File: src/rtl/lwt_count_store.sv
// ----------------------------------------------------------------------------
// lwt_count_store
// Fill count memory, one word per lock. A valid flop per word, cleared by
// reset, makes a never-written word read as zero.
// ----------------------------------------------------------------------------
module lwt_count_store #(
  parameter int unsigned DEPTH = 64,
  parameter int unsigned AW    = 6,
  parameter int unsigned W     = 7
) (
  input  logic          clk_i,
  input  logic          rst_ni,
  input  logic          re_i,
  input  logic [AW-1:0] raddr_i,
  output logic [W-1:0]  rdata_o,
  input  logic          we_i,
  input  logic [AW-1:0] waddr_i,
  input  logic [W-1:0]  wdata_i
);

  logic [W-1:0]     mem [DEPTH];
  logic [DEPTH-1:0] vld_q;
  logic [W-1:0]     rdata_q;
  logic             rvld_q;

  // storage array and registered read
  always_ff @(posedge clk_i) begin
    if (we_i) begin
      mem[waddr_i] <= wdata_i;
    end
    if (re_i) begin
      rdata_q <= mem[raddr_i];
    end
  end

  // per-word valid bits
  always_ff @(posedge clk_i or negedge rst_ni) begin
    if (!rst_ni) begin
      vld_q  <= '0;
      rvld_q <= 1'b0;
    end else begin
      if (we_i) begin
        vld_q[waddr_i] <= 1'b1;
      end
      if (re_i) begin
        rvld_q <= vld_q[raddr_i];
      end
    end
  end

  assign rdata_o = rvld_q ? rdata_q : '0;

endmodule

File: config.mk
export PLATFORM = sky130hd
export DESIGN_NAME = lwt_count_store
export DESIGN_NICKNAME = d
export VERILOG_FILES = /design/src/rtl/lwt_count_store.sv
export SDC_FILE = /design/constraint.sdc
export NUM_CORES = 1
export LEC_CHECK = 0
export BUFFER_PORTS_ARGS = -buffer_cell sky130_fd_sc_hd__buf_2
export CAP_MARGIN = 0
export CELL_PAD_IN_SITES_DETAIL_PLACEMENT = 1
export CELL_PAD_IN_SITES_GLOBAL_PLACEMENT = 1
export CORE_MARGIN = 8
export CORE_UTILIZATION = 45
export DETAILED_ROUTE_END_ITERATION = 10
export GPL_ROUTABILITY_DRIVEN = 0
export PLACE_DENSITY = 0.76
export SLEW_MARGIN = 20
export SYNTH_ARGS = -nofsm -noshare
export SYNTH_HDL_FRONTEND = slang
export SYNTH_SLANG_ARGS = --single-unit
File: constraint.sdc
create_clock -name clk_i -period 2.21 [get_ports clk_i]
set_clock_uncertainty 0.2 [all_clocks]
set_input_delay 0.221 -clock clk_i [delete_from_list [all_inputs] [get_ports clk_i]]
set_output_delay 0.221 -clock clk_i [all_outputs]
set_load 0.01 [all_outputs]
# After elaboration in Yosys (flattened, before gate mapping)
# Memories as Yosys holds them, arrays and structs flattened. A register that Yosys moved wholly into a read port is not among the register bits.
# Index checks and enable logic that the tools add are counted.
op_classes:
  n_lt_le_gt_ge: 3
  mux: 7
  bitwise_logic: 1
  reduce_logical: 1
op_table:
  columns: ["cell", "n"]
  rows:
  - ["OR 64 bit", 1]
  - ["less-than comparator 6 x 7 -> 1 bit, second input constant", 2]
  - ["2-to-1 mux 7 bit", 1]
  - ["binary-select mux 1 bit (select 6 bit)", 1]
  - ["demux 1 bit (select 6 bit)", 1]
  - [">= comparator 6 x 1 -> 1 bit, second input constant", 1]
  - ["2-to-1 mux 1 bit", 4]
  - ["logical AND 1 bit", 1]
totals:
  register_bits: 65
  mem_bits_rw: 448
  inputBits: 23
  out_inout_bits: 7
  memories: 1
mem_list:
  columns: ["name", "words", "word_bits", "read_ports", "rd_clocked_by_memory_dff", "write_ports", "line", "source"]
  rows:
  - ["mem", 64, 7, 1, 1, 1, "21", "logic [W-1:0] mem [DEPTH];"]

# Longest topological paths before layout
logic_depth:
  ltp_word: 5
  ltp_mapped: 8

# Worst setup path before layout
# OpenSTA, ideal clock, no wires.
synth_path:
  kind: "in2reg"
  startpoint: "in raddr_i[1]"
  endpoint: "reg rdata_q[0] (read register of mem), data pin"
  arrival_time_ns: 1.906
  required_time_ns: 1.754
  slack_ns: -0.152
  cell_stages: 7
  n_path_buf: 3
  cell_sequence: "buf_2 buf_2 buf_1 mux4_2 mux4_2 o22ai_1 nor2_1"
synth_rtl:
  columns: ["item", "line", "source"]
  rows:
  - ["start, declared", "14", "input logic [AW-1:0] raddr_i,"]
  - ["end, declared", "23", "logic [W-1:0] rdata_q;"]

==> impl_summary.log <==
INFO  metric final_period_util = 102%
INFO  metric worst_path_max_delay_cell = mux4_2
INFO  metric final.setup.worst_slack = -0.0392 ns
INFO  metric leakagePower = 8.14 nW
INFO  metric timing_hold_violations_final = 0
INFO  metric antenna_found_initial = 1
INFO  metric cts.clk_slew.worst_paths = 0.06 ns
INFO  metric run_status = finished, violations left
INFO  metric tritoncts = yes
INFO  metric total_of_flip_flops_plus_latches_after_synthesis = 520
INFO  metric cellInternalPower = 0.0164 W
INFO  metric coreArea = 44200 um2
INFO  metric syn2layout_area_growth = 17.6%
INFO  metric worstReg2RegStart = mem[56][4]$_DFFE_PP_
INFO  metric fp-row-count = 77
INFO  metric critical_path.cell_chain = mux4_2 > mux4_2 > o22ai_2 > buf_6 > nor2_2
INFO  metric yosysWarnings = 0
INFO  metric grt_first_pass_wirelength = 72800 um
INFO  metric wirelength = 48600 um
INFO  metric place.port_buffers = 29
INFO  metric detailedRoute.firstIterationViolations = 945
INFO  metric dp_worst_setup_slack = -0.512 ns
INFO  metric final-setup-viol-count = 5
INFO  metric cp_common_cell = mux4_2
INFO  metric post_drt_wl_per_cell = 27.8 um
INFO  metric worst_pin_slew = 0.742 ns
INFO  metric hpwlAfterDp = 32600 um
INFO  metric multi_input_comb_area = 4700 um2
INFO  metric powerDensity = 878 nW/um2
INFO  metric failing_checks = negative setup slack
INFO  metric die_width = 228 um
INFO  metric pin_count_of_the_biggest_net_entering_global_routing = 66
INFO  metric dieHeight = 228 um
INFO  metric worstPathRequired = 2.35 ns
INFO  metric arrival = 2.39 ns
INFO  metric post-route-drc-count = 0
INFO  metric dr.pass1.iters = 5
INFO  metric initial_utilization = 45.7%
INFO  metric synth_seq_area_share = 75.7%
INFO  metric final_period_minus_worst_setup_slack = 2.25 ns
INFO  metric post_synth_inst_count = 949
INFO  metric fin_tns_setup = -0.111 ns
INFO  metric clock_power_share = 39.3%
INFO  metric worstSkewPairLatency = 0.59 ns
INFO  metric gr-usage-all-layers = 18.7%
INFO  metric place.detailed.instances = 1646
INFO  metric min-delay-path-class = input pin to flip-flop
INFO  metric synthesized_nets = 972
INFO  metric netlist-cell-type-count = 30
INFO  metric timing.hold.worst.start = raddr_i[5]
INFO  metric seqCellArea = 15300 um2
INFO  metric max_stage_delay = 0.54 ns
INFO  metric cts.root.buffer_cell = clkbuf_16
INFO  metric grt_pass1_vias = 11.0k
INFO  metric fmax = 445 MHz
INFO  metric clock_path_buffers = 3
INFO  metric sort_of_element_at_the_end_of_the_critical_path = flip-flop
INFO  metric tritoncts.num_buffers = 51
INFO  metric sequentialPowerShare = 53.4%
INFO  metric worst-path-max-fanout = 1
INFO  metric clkSinkCount = 520
INFO  metric slew_headroom = 50.5%
INFO  metric postSynthAreaPerCell = 21.3 um2
INFO  metric drv_slew = 0
INFO  metric switchingPower = 0.00446 W
INFO  metric ctsHtreeMaxLevel = 2
INFO  metric die_area = 51900 um2
INFO  metric rsz0062_at_grt = true
INFO  metric detail-route-antenna-nets = 0
INFO  metric startpoint_type = flip-flop
INFO  metric netlist_area_pre_place = 20200 um2
INFO  metric timing.hold.ws = 0.0337 ns
INFO  metric vias = 10.0k
INFO  metric grt.overflow.total = 0
INFO  metric drv_cap = 0
INFO  metric floorplan.io_pins = 30
INFO  metric timing.setup.critical_path_class = flip-flop to flip-flop
INFO  metric vias_per_cell = 5.74
INFO  metric final_net_count = 1140
INFO  metric peakVddDrop = 605 uV
INFO  metric layout-drive-gt1-share = 37.9%
INFO  metric comb_power_share = 7.3%
INFO  metric fillers = 3824
INFO  metric sw_frac_of_total = 21.4%
INFO  metric instances_no_fill = 1749
INFO  metric cp-startpoint = mem[56][4]$_DFFE_PP_
critical path: cells and delay by family, from the launching register on:
kind,cells,cell delay (ns)
simple gates,1,0.04
mux,2,1.04
compound gates,1,0.18
flops,1,0.40
buf+inv,1,0.15
timing repair:
item,4_1_cts,5_1_grt
pin swaps,1,1
hold buffers,10,0
buffers inserted,0,0
gates resized for setup,7,3
endpoints found under the hold margin,192,0
endpoints found under the setup margin,7,7
metrics by stage:
stage	utilization, %	power, W	area, um2
floorplan	-	0.0121	20200
global placement	49.9	0.0127	22100
detailed placement	49.9	0.0128	22100
CTS	53.7	0.0210	23700
global route	53.7	0.0215	23700
finish	53.7	0.0209	23700
registers in the layout (all words and copies together), names as in the netlist:
register and cells:
rvld_q 1, mem 448, vld_q 64, rdata_q 7
synthesized netlist by cell type, drive strengths merged:
library cell / n / share of area [%]
or3b: 1 / 0.043
nand2b: 5 / 0.15
a311oi: 2 / 0.087
nand3: 10 / 0.25
edfxtp: 455 / 68
nand3b: 2 / 0.074
a211oi: 1 / 0.037
or2: 66 / 2.0
a41o: 1 / 0.050
a22oi: 4 / 0.15
a21oi: 1 / 0.025
nor3: 2 / 0.050
nand4: 1 / 0.031
buf: 26 / 0.76
mux2i: 20 / 0.99
inv: 3 / 0.056
a31oi: 2 / 0.062
nor2b: 5 / 0.15
or3: 1 / 0.031
nand4b: 1 / 0.043
nor2: 74 / 1.4
dfrtp: 65 / 8.1
o22ai: 14 / 0.43
nand2: 11 / 0.20
clkbuf: 20 / 0.37
and2: 7 / 0.22
mux4: 149 / 17
per-layer routing:
| layer | share of wire [%] | vias up | GRT usage [%] |
|---|---|---|---|
| met5 | 0 | - | 0 |
| met4 | 3.3 | 0 | 7.14 |
| met3 | 5.5 | 85 | 2.78 |
| met2 | 51 | 342 | 32.3 |
| met1 | 40 | 5405 | 23.9 |
| li1 | - | 4202 | - |
layout make-up:
cell class,count,share of cell area (%)
Timing Repair Buffer,161,6.14
Inverter,3,0.0474
Clock inverter,22,0.753
Clock buffer,70,5.76
Multi-Input combinational cell,380,19.8
Tap cell,592,3.12
Sequential cell,520,64.4
Antenna cell,1,0.0105
power groups by stage:
stage	clock (W)	combinational (W)	sequential, W
floorplan	0	0.000867	0.0113
global placement	0	0.00142	0.0113
detailed placement	0	0.00149	0.0113
CTS	0.00836	0.00152	0.0111
global route	0.00868	0.00161	0.0112
finish	0.00820	0.00151	0.0111
layout by cell type (no fill, tap or decap), types with 17 or more instances in the layout:
master	n
buf_12	22
buf_2	27
buf_4	98
clkbuf_1	17
clkbuf_16	51
dfrtp_1	65
edfxtp_1	455
mux2i_1	20
mux4_2	149
nor2_1	70
or2_2	66
final timing paths:
kind                            slack (ns)  depth (start not counted)                    end
worst max register to register       -0.04                          5   rdata_q[4]$_DFFE_PP_
max in group asynchronous             0.86                          4  vld_q[54]$_DFFE_PN0P_
worst min-delay path                  0.03                          6     rvld_q$_DFFE_PN0P_
worst max-delay path                 -0.04                          5   rdata_q[4]$_DFFE_PP_
min in group asynchronous             0.59                          4   vld_q[9]$_DFFE_PN0P_
worst min register to register        0.27                          1  vld_q[46]$_DFFE_PN0P_
logic make-up (layout without fill, tap and decap cells):
family          count (synthesis)  in the layout  synth area share, %
compound gates                 25             25                0.842
other cells                     0              1                    0
buf+inv                        49            256                 1.18
mux                           169            169                 17.6
flops                         520            520                 75.7
simple gates                  186            186                 4.67
No activity file was read; power rests on OpenSTA's default activity.
